--- config.mk ---
export PLATFORM = sky130hd
export DESIGN_NAME = hsv_rgb_to_squared_pwm_top
export DESIGN_NICKNAME = d
export VERILOG_FILES = /design/src/hw/rtl/hsvsq_pkg.sv /design/src/hw/rtl/hsvsq_front.sv /design/src/hw/rtl/hsvsq_chan_sel.sv /design/src/hw/rtl/hsvsq_gamma.sv /design/src/hw/rtl/hsv_rgb_to_squared_pwm_top.sv
export SDC_FILE = /design/constraint.sdc
export NUM_CORES = 1
export LEC_CHECK = 0
export BUFFER_PORTS_ARGS = -buffer_cell sky130_fd_sc_hd__buf_4
export CAP_MARGIN = 20
export CORE_MARGIN = 2
export CORE_UTILIZATION = 30
export DETAILED_ROUTE_END_ITERATION = 7
export GPL_TIMING_DRIVEN = 0
export PLACE_DENSITY = 0.43
export SKIP_CTS_REPAIR_TIMING = 1
export SKIP_LAST_GASP = 1
export SYNTH_ARGS = -nofsm -noshare
export SYNTH_HDL_FRONTEND = slang
export SYNTH_SLANG_ARGS = --single-unit
export TNS_END_PERCENT = 1
--- constraint.sdc ---
create_clock -name clk -period 8 [get_ports clk]
set_clock_uncertainty 0.05 [all_clocks]
set_input_delay 1.2 -clock clk [delete_from_list [all_inputs] [get_ports clk]]
set_output_delay 1.2 -clock clk [all_outputs]
set_load 0.005 [all_outputs]
--- src/hw/rtl/hsvsq_pkg.sv ---
// Package for the color command to squared duty block.
// Holds the command and result word types, operation codes and stage types.
// No dependencies.
package hsvsq_pkg;

  // Operation codes carried in the command word.
  localparam logic [1:0] OP_RGB   = 2'd0;
  localparam logic [1:0] OP_HSV   = 2'd1;
  localparam logic [1:0] OP_WHITE = 2'd2;
  localparam logic [1:0] OP_NONE  = 2'd3;

  // White mode offsets only apply from this squared level upward.
  localparam logic [15:0] WHITE_MIN   = 16'd100;
  localparam logic [15:0] GREEN_LIMIT = 16'hFFFF;
  localparam logic [15:0] RED_LIMIT   = 16'hFFFE;

  // Hue sector codes, hue*6 >> 8.
  localparam logic [2:0] SEC_1 = 3'd1;
  localparam logic [2:0] SEC_2 = 3'd2;
  localparam logic [2:0] SEC_3 = 3'd3;
  localparam logic [2:0] SEC_4 = 3'd4;
  localparam logic [2:0] SEC_5 = 3'd5;

  // Input word.
  typedef struct packed {
    logic [1:0] operation;
    logic [7:0] first_byte;
    logic [7:0] second_byte;
    logic [7:0] third_byte;
  } cmd_t;

  // Output word.
  typedef struct packed {
    logic [15:0] duty_blue;
    logic [15:0] duty_green;
    logic [15:0] duty_red;
  } duty_t;

  // Control that travels alongside each pipeline stage.
  typedef struct packed {
    logic       valid;
    logic [1:0] op;
  } ctl_t;

  // HSV front end results plus the raw bytes for the other modes.
  typedef struct packed {
    logic [15:0] c;
    logic [15:0] x;
    logic [15:0] m;
    logic [2:0]  sector;
    logic [7:0]  first_byte;
    logic [7:0]  second_byte;
    logic [7:0]  third_byte;
  } front_t;

  // Channel bytes ahead of the gamma map.
  typedef struct packed {
    logic [7:0] blue;
    logic [7:0] green;
    logic [7:0] red;
  } chan_t;

endpackage

--- src/hw/rtl/hsvsq_front.sv ---
// HSV front end: chroma, hue sector and weight, then x and the offset m.
// Two register stages. Depends on hsvsq_pkg.
module hsvsq_front (
  input  logic           clk,
  input  logic           rst,
  input  logic           start,
  input  hsvsq_pkg::cmd_t cmd,
  output hsvsq_pkg::ctl_t ctl,
  output hsvsq_pkg::front_t front
);
  import hsvsq_pkg::*;

  // Stage one registers.
  ctl_t        s1_ctl;
  logic [15:0] s1_c;
  logic [8:0]  s1_w;
  logic [2:0]  s1_sector;
  logic [7:0]  s1_first;
  logic [7:0]  s1_second;
  logic [7:0]  s1_third;

  logic [10:0] hp;
  logic [8:0]  w_next;
  logic [16:0] x_full;
  logic [15:0] m_next;

  // Hue times six; its low nine bits fold into a triangle weight 256-|t|.
  assign hp = 11'({3'd0, cmd.first_byte} * 11'd6);
  assign w_next = hp[8] ? (9'd256 - {1'b0, hp[7:0]}) : {1'b0, hp[7:0]};

  // Stage one: chroma product and hue decode.
  always_ff @(posedge clk) begin
    if (rst) begin
      s1_ctl.valid <= 1'b0;
    end else begin
      s1_ctl.valid <= start;
    end
    s1_ctl.op <= cmd.operation;
    s1_c      <= 16'(cmd.third_byte * cmd.second_byte);
    s1_w      <= w_next;
    s1_sector <= hp[10:8];
    s1_first  <= cmd.first_byte;
    s1_second <= cmd.second_byte;
    s1_third  <= cmd.third_byte;
  end

  // Second product and the base level m, which wraps when value is zero.
  assign x_full = {1'b0, s1_c[15:8]} * s1_w;
  assign m_next = {s1_third, 8'h00} - s1_c - 16'd1;

  // Stage two.
  always_ff @(posedge clk) begin
    if (rst) begin
      ctl.valid <= 1'b0;
    end else begin
      ctl.valid <= s1_ctl.valid;
    end
    ctl.op            <= s1_ctl.op;
    front.c           <= s1_c;
    front.x           <= x_full[15:0];
    front.m           <= m_next;
    front.sector      <= s1_sector;
    front.first_byte  <= s1_first;
    front.second_byte <= s1_second;
    front.third_byte  <= s1_third;
  end

  // Hue times six never reaches a sector code above five.
  a_sector_range: assert property (@(posedge clk) disable iff (rst)
    ctl.valid |-> front.sector <= SEC_5)
    else $error("hue sector out of range");

endmodule

--- src/hw/rtl/hsvsq_chan_sel.sv ---
// Channel select: forms the blue, green and red bytes for every mode.
// One register stage. Depends on hsvsq_pkg.
module hsvsq_chan_sel (
  input  logic              clk,
  input  logic              rst,
  input  hsvsq_pkg::ctl_t   ctl_in,
  input  hsvsq_pkg::front_t front,
  output hsvsq_pkg::ctl_t   ctl,
  output hsvsq_pkg::chan_t  chan
);
  import hsvsq_pkg::*;

  logic [15:0] r1;
  logic [15:0] g1;
  logic [15:0] b1;
  logic [16:0] r_sum;
  logic [16:0] g_sum;
  logic [16:0] b_sum;
  chan_t       chan_next;

  // Sector table: place chroma and x on the channels.
  always_comb begin
    unique case (front.sector)
      SEC_1: begin
        r1 = front.x; g1 = front.c; b1 = 16'd0;
      end
      SEC_2: begin
        r1 = 16'd0; g1 = front.c; b1 = front.x;
      end
      SEC_3: begin
        r1 = 16'd0; g1 = front.x; b1 = front.c;
      end
      SEC_4: begin
        r1 = front.x; g1 = 16'd0; b1 = front.c;
      end
      SEC_5: begin
        r1 = front.c; g1 = 16'd0; b1 = front.x;
      end
      default: begin
        r1 = front.c; g1 = front.x; b1 = 16'd0;
      end
    endcase
  end

  // Add the base level; the byte is bits 15:8 of the sum.
  assign r_sum = {1'b0, front.m} + {1'b0, r1};
  assign g_sum = {1'b0, front.m} + {1'b0, g1};
  assign b_sum = {1'b0, front.m} + {1'b0, b1};

  // Pick the bytes for the mode in hand.
  always_comb begin
    unique case (ctl_in.op)
      OP_RGB: begin
        chan_next.blue  = front.third_byte;
        chan_next.green = front.second_byte;
        chan_next.red   = front.first_byte;
      end
      OP_HSV: begin
        chan_next.blue  = b_sum[15:8];
        chan_next.green = g_sum[15:8];
        chan_next.red   = r_sum[15:8];
      end
      OP_WHITE: begin
        chan_next.blue  = front.first_byte;
        chan_next.green = front.first_byte;
        chan_next.red   = front.first_byte;
      end
      default: begin
        chan_next.blue  = 8'd0;
        chan_next.green = 8'd0;
        chan_next.red   = 8'd0;
      end
    endcase
  end

  // Stage three.
  always_ff @(posedge clk) begin
    if (rst) begin
      ctl.valid <= 1'b0;
    end else begin
      ctl.valid <= ctl_in.valid;
    end
    ctl.op <= ctl_in.op;
    chan   <= chan_next;
  end

endmodule

--- src/hw/rtl/hsvsq_gamma.sv ---
// Gamma map (x+1)^2-1 on three channels, then white offsets and output register.
// Two register stages. Depends on hsvsq_pkg.
module hsvsq_gamma (
  input  logic             clk,
  input  logic             rst,
  input  hsvsq_pkg::ctl_t  ctl_in,
  input  hsvsq_pkg::chan_t chan,
  output logic             done,
  output hsvsq_pkg::duty_t result
);
  import hsvsq_pkg::*;

  ctl_t        s4_ctl;
  logic [15:0] s4_blue;
  logic [15:0] s4_green;
  logic [15:0] s4_red;
  logic [8:0]  blue_p1;
  logic [8:0]  green_p1;
  logic [8:0]  red_p1;
  logic [17:0] blue_sq;
  logic [17:0] green_sq;
  logic [17:0] red_sq;
  duty_t       result_next;

  // Square of byte plus one, less one, modulo 2^16.
  assign blue_p1  = {1'b0, chan.blue} + 9'd1;
  assign green_p1 = {1'b0, chan.green} + 9'd1;
  assign red_p1   = {1'b0, chan.red} + 9'd1;
  assign blue_sq  = blue_p1 * blue_p1;
  assign green_sq = green_p1 * green_p1;
  assign red_sq   = red_p1 * red_p1;

  // Stage four.
  always_ff @(posedge clk) begin
    if (rst) begin
      s4_ctl.valid <= 1'b0;
    end else begin
      s4_ctl.valid <= ctl_in.valid;
    end
    s4_ctl.op <= ctl_in.op;
    s4_blue   <= blue_sq[15:0] - 16'd1;
    s4_green  <= green_sq[15:0] - 16'd1;
    s4_red    <= red_sq[15:0] - 16'd1;
  end

  // White adds one on green and two on red from level 100 up, held at the top.
  always_comb begin
    unique case (s4_ctl.op)
      OP_RGB, OP_HSV: begin
        result_next.duty_blue  = s4_blue;
        result_next.duty_green = s4_green;
        result_next.duty_red   = s4_red;
      end
      OP_WHITE: begin
        result_next.duty_blue  = s4_blue;
        result_next.duty_green = (s4_green < WHITE_MIN || s4_green >= GREEN_LIMIT)
                                 ? s4_green : s4_green + 16'd1;
        result_next.duty_red   = (s4_red < WHITE_MIN || s4_red >= RED_LIMIT)
                                 ? s4_red : s4_red + 16'd2;
      end
      default: begin
        result_next = '0;
      end
    endcase
  end

  // Stage five: output register and strobe.
  always_ff @(posedge clk) begin
    if (rst) begin
      done <= 1'b0;
    end else begin
      done <= s4_ctl.valid;
    end
    result <= result_next;
  end

  // White offsets never lower a channel below the one before it.
  a_white_order: assert property (@(posedge clk) disable iff (rst)
    done && $past(s4_ctl.op) == OP_WHITE |->
      result.duty_green >= result.duty_blue && result.duty_red >= result.duty_green)
    else $error("white offsets out of order");

endmodule

--- src/hw/rtl/hsv_rgb_to_squared_pwm_top.sv ---
// Channel    Signals                Meaning
// command    start, busy, cmd       one color command word, taken when start && !busy
// result     done, result           three 16-bit duty values, held for one cycle
//
// Five register stages: chroma and hue decode, x and base level, channel select,
// squaring, white offsets and output register. A word enters every cycle and its
// result shows on done after them all. busy is always low, since the pipeline never
// backs up; the receiver must take each result in the cycle it appears, which the
// block does nothing to enforce. Synchronous reset clears the valid bits only.
// Depends on hsvsq_pkg, hsvsq_front, hsvsq_chan_sel and hsvsq_gamma.
module hsv_rgb_to_squared_pwm_top (
  input  logic             clk,
  input  logic             rst,
  input  logic             start,
  output logic             busy,
  input  hsvsq_pkg::cmd_t  cmd,
  output logic             done,
  output hsvsq_pkg::duty_t result
);
  import hsvsq_pkg::*;

  ctl_t   front_ctl;
  front_t front;
  ctl_t   sel_ctl;
  chan_t  chan;

  // No stage ever holds, so a word is always welcome.
  assign busy = 1'b0;

  hsvsq_front u_front (
    .clk   (clk),
    .rst   (rst),
    .start (start),
    .cmd   (cmd),
    .ctl   (front_ctl),
    .front (front)
  );

  hsvsq_chan_sel u_chan_sel (
    .clk    (clk),
    .rst    (rst),
    .ctl_in (front_ctl),
    .front  (front),
    .ctl    (sel_ctl),
    .chan   (chan)
  );

  hsvsq_gamma u_gamma (
    .clk    (clk),
    .rst    (rst),
    .ctl_in (sel_ctl),
    .chan   (chan),
    .done   (done),
    .result (result)
  );

  // Every accepted word gives its result on done once through the pipeline registers.
  a_latency: assert property (@(posedge clk) disable iff (rst)
    start && !busy |-> ##5 done)
    else $error("result missing after accepted word");

  // No result appears on done without a matching accepted word.
  a_no_spurious: assert property (@(posedge clk) disable iff (rst)
    done |-> $past(start, 5))
    else $error("result without a matching word");

endmodule
==> impl_metrics.toml <==
[synth]
yosys.area.top_type = "dfxtp_1"
synth_cell_types = 69
synthXorXnorAreaFrac = 0.06353
synth.area.top_cells = "dfxtp_1, fa_1, ha_1, inv_1, and2_1"
yosys_warnings = 0
synth_compound_area_frac = 0.09486
ys.flop_type = "dfxtp_1"
synth_top_area_frac = 0.2482
async_reset_ff_frac = 0
ys_ff_latch = 253
netlist_instances = 2231
seq_area_frac_synth = 0.2482
synth_edf_count = 0
synthAdderAreaFrac = 0.3511
synth_top_family_by_area = "adder cells"
synth-simple-area-share = 0.1544
avgSynthCellArea_um2 = 9.146
synth_area_mm2 = 0.02040
muxShareOfSynthArea = 0.01091

[critical_path]
critPathMaxFanout = 12
worst-setup-path-type = "flip-flop to flip-flop"
crit_path_frequent_cell = "fa_1"
cp.arrival_ns = 7.13
crit_chain = "ha_1 -> nand3_1 -> nor2_1 -> xnor2_1 -> nor2_1 -> fa_1 -> fa_1 -> inv_1 -> fa_1 -> fa_1 -> inv_1 -> fa_1 -> ha_1 -> and2_1 -> a22o_1 -> a311o_1 -> o311a_1 -> o31a_1 -> or4_1 -> o311ai_0"
cp.required_ns = 8.42
startpoint_type = "flip-flop"
slowest_delay_ns = 0.59
cpLargestDelayFamily = "adder cells"
crit_path_end_kind = "flip-flop"
path_buf_inv = 2
slowest_stage = "dfxtp_1"

[cts]
htreeDepth = 1
clk-insertion-delay-late_ns = 0.58
clk_path_buf_depth = 3
cts_tree = "built"
cts_num_sinks = 253
cts.root.buffer_cell = "clkbuf_16"
cts_buffers = 31
clk_pin_slew_ns = 0.06

[grt]
grt_overflow = 0
grt_pass1_wl_um = 81310
grt_pass1_vias = 15545
grt_max_degree = 16
grt_use_total = 0.1435
antenna_found_initial = 0

[floorplanning]
io_pins = 79
start_util = 0.3033
core_mm2 = 0.06728
dieHeight_um = 264.8
rows = 95
die-width_um = 264.8
fp.dieArea_mm2 = 0.07012

[hold_path]
hp-class = "flip-flop to flip-flop"

[placement]
place_hpwl_um = 40620
gp_congestion = 0.8469
io_buffer_count = 77

[routing]
vias = 14866
drtIter0Drc = 714
drtPass1Iterations = 5
wire_per_inst_um = 15.31
via_per_inst = 4.569
final_antenna_net_count = 0
drt_wl_total_um = 49830
drc = 0

[timing]
hold_viol_final = 0
fin_tns_setup_ns = 0
rsz0062_at_grt = "no"
max_freq_mhz = 148.9
tightest_slew_ns = 0.8915
fin_crit_ns = 6.715
finalSetupViolCount = 0
min_period_over_period = 0.8394
relSlewSlack = 0.3903
slew_viol_final = 0

[final_layout]
final_nets = 2838
drive_gt1_frac = 0.06342
syn_to_final_growth_pct = 13.60
final_common_cell = "inv_1"
layout_common_cells = "inv_1, dfxtp_1, ha_1, fa_1, nand2_1"
diodes = 0

[job]
drv_cap = 0

[status]
status = "completed"
## cell usage after synthesis (all sizes together), types with 10 or more instances
library cell,count
nand4,12
and2,120
and3,12
inv,371
nor2b,42
nor2,148
clkbuf,31
xor2,64
o22ai,26
o21bai,11
ha,251
or2,11
nand3,38
a21o,20
a21oi,102
a31oi,10
o21a,15
nand2,164
dfxtp,253
xnor2,84
mux2i,20
nor3,33
nand2b,21
fa,201
o21ai,57
or3,13
## final timing paths
path	start	slack [ns]	cells past startpoint	endpoint
worst max-delay path	u_chan_sel.chan[8]	1.28	20	u_gamma.s4_green[14]
worst min-delay path	u_front.s1_second[5]	0.27	0	u_front.front[13]
worst max register to register	u_chan_sel.chan[8]	1.28	20	u_gamma.s4_green[14]
worst min register to register	u_front.s1_second[5]	0.27	0	u_front.front[13]
## through the flow
stage               worst slack (ns)  instances  cell area, um^2  hold WS, ns  utilization
finish                         1.285       3254            23180       0.2712       0.3445
global route                  0.8557       3254            23180       0.2757       0.3445
CTS                            1.180       3254            23180       0.2725       0.3445
detailed placement             1.200       3197            22140       0.2621       0.3290
global placement               1.280       3197            22140       0.2617       0.3290
floorplan                      1.849       2247            20460       0.2596            -
## area by class of cell
| cell class | count | area [um^2] |
|---|---|---|
| tap | 873 | 1092 |
| clock buffer | 43 | 870.8 |
| buffer | 39 | 170.2 |
| inverter | 371 | 1393 |
| fill | 6959 | 44100 |
| sequential | 253 | 5065 |
| timing repair buffer | 77 | 578.1 |
| multi-input combinational | 1584 | 13840 |
| clock inverter | 14 | 173.9 |
## worst register-to-register path, cell delays in order, from the launching register on
cell and delay [ns]:
dfxtp_1 0.59, ha_1 0.33, nand3_1 0.14, nor2_1 0.29, xnor2_1 0.34, nor2_1 0.12
fa_1 0.52, fa_1 0.52, inv_1 0.05, fa_1 0.48, fa_1 0.49, inv_1 0.05
fa_1 0.45, ha_1 0.33, and2_1 0.17, a22o_1 0.19, a311o_1 0.36, o311a_1 0.35
o31a_1 0.29, or4_1 0.39, o311ai_0 0.11
## flip-flops by register name, summed over array words and instances (netlist names), 7 cells and up
name,count
u_chan_sel.chan,24
u_front.front,74
u_front.s1_c,16
u_front.s1_first,8
u_front.s1_second,8
u_front.s1_third,8
u_front.s1_w,7
u_gamma.result,47
u_gamma.s4_blue,15
u_gamma.s4_green,15
u_gamma.s4_red,15
## logic make-up after synthesis
family                     count (synthesis)
and+or+nand+nor                          636
adders and majority gates                452
buffers and inverters                    410
AOI/OAI and AO/OA                        308
DFF                                      253
xor gates and xnor gates                 148
muxes                                     22
other                                      2
## layer usage
layer  routed length [um]  track usage  share of wire  vias to the layer above
met5                    0            0              0                        -
met2                23630       0.2509           0.47                      277
met3                 1841      0.01514          0.037                       69
met1                23120       0.1875           0.46                     7088
met4                 1240      0.04031          0.025                        0
li1                     -            -              -                     7432
Power is not shown: default switching activity piles up to over one toggle a cycle in this logic, so the estimate is an artifact.
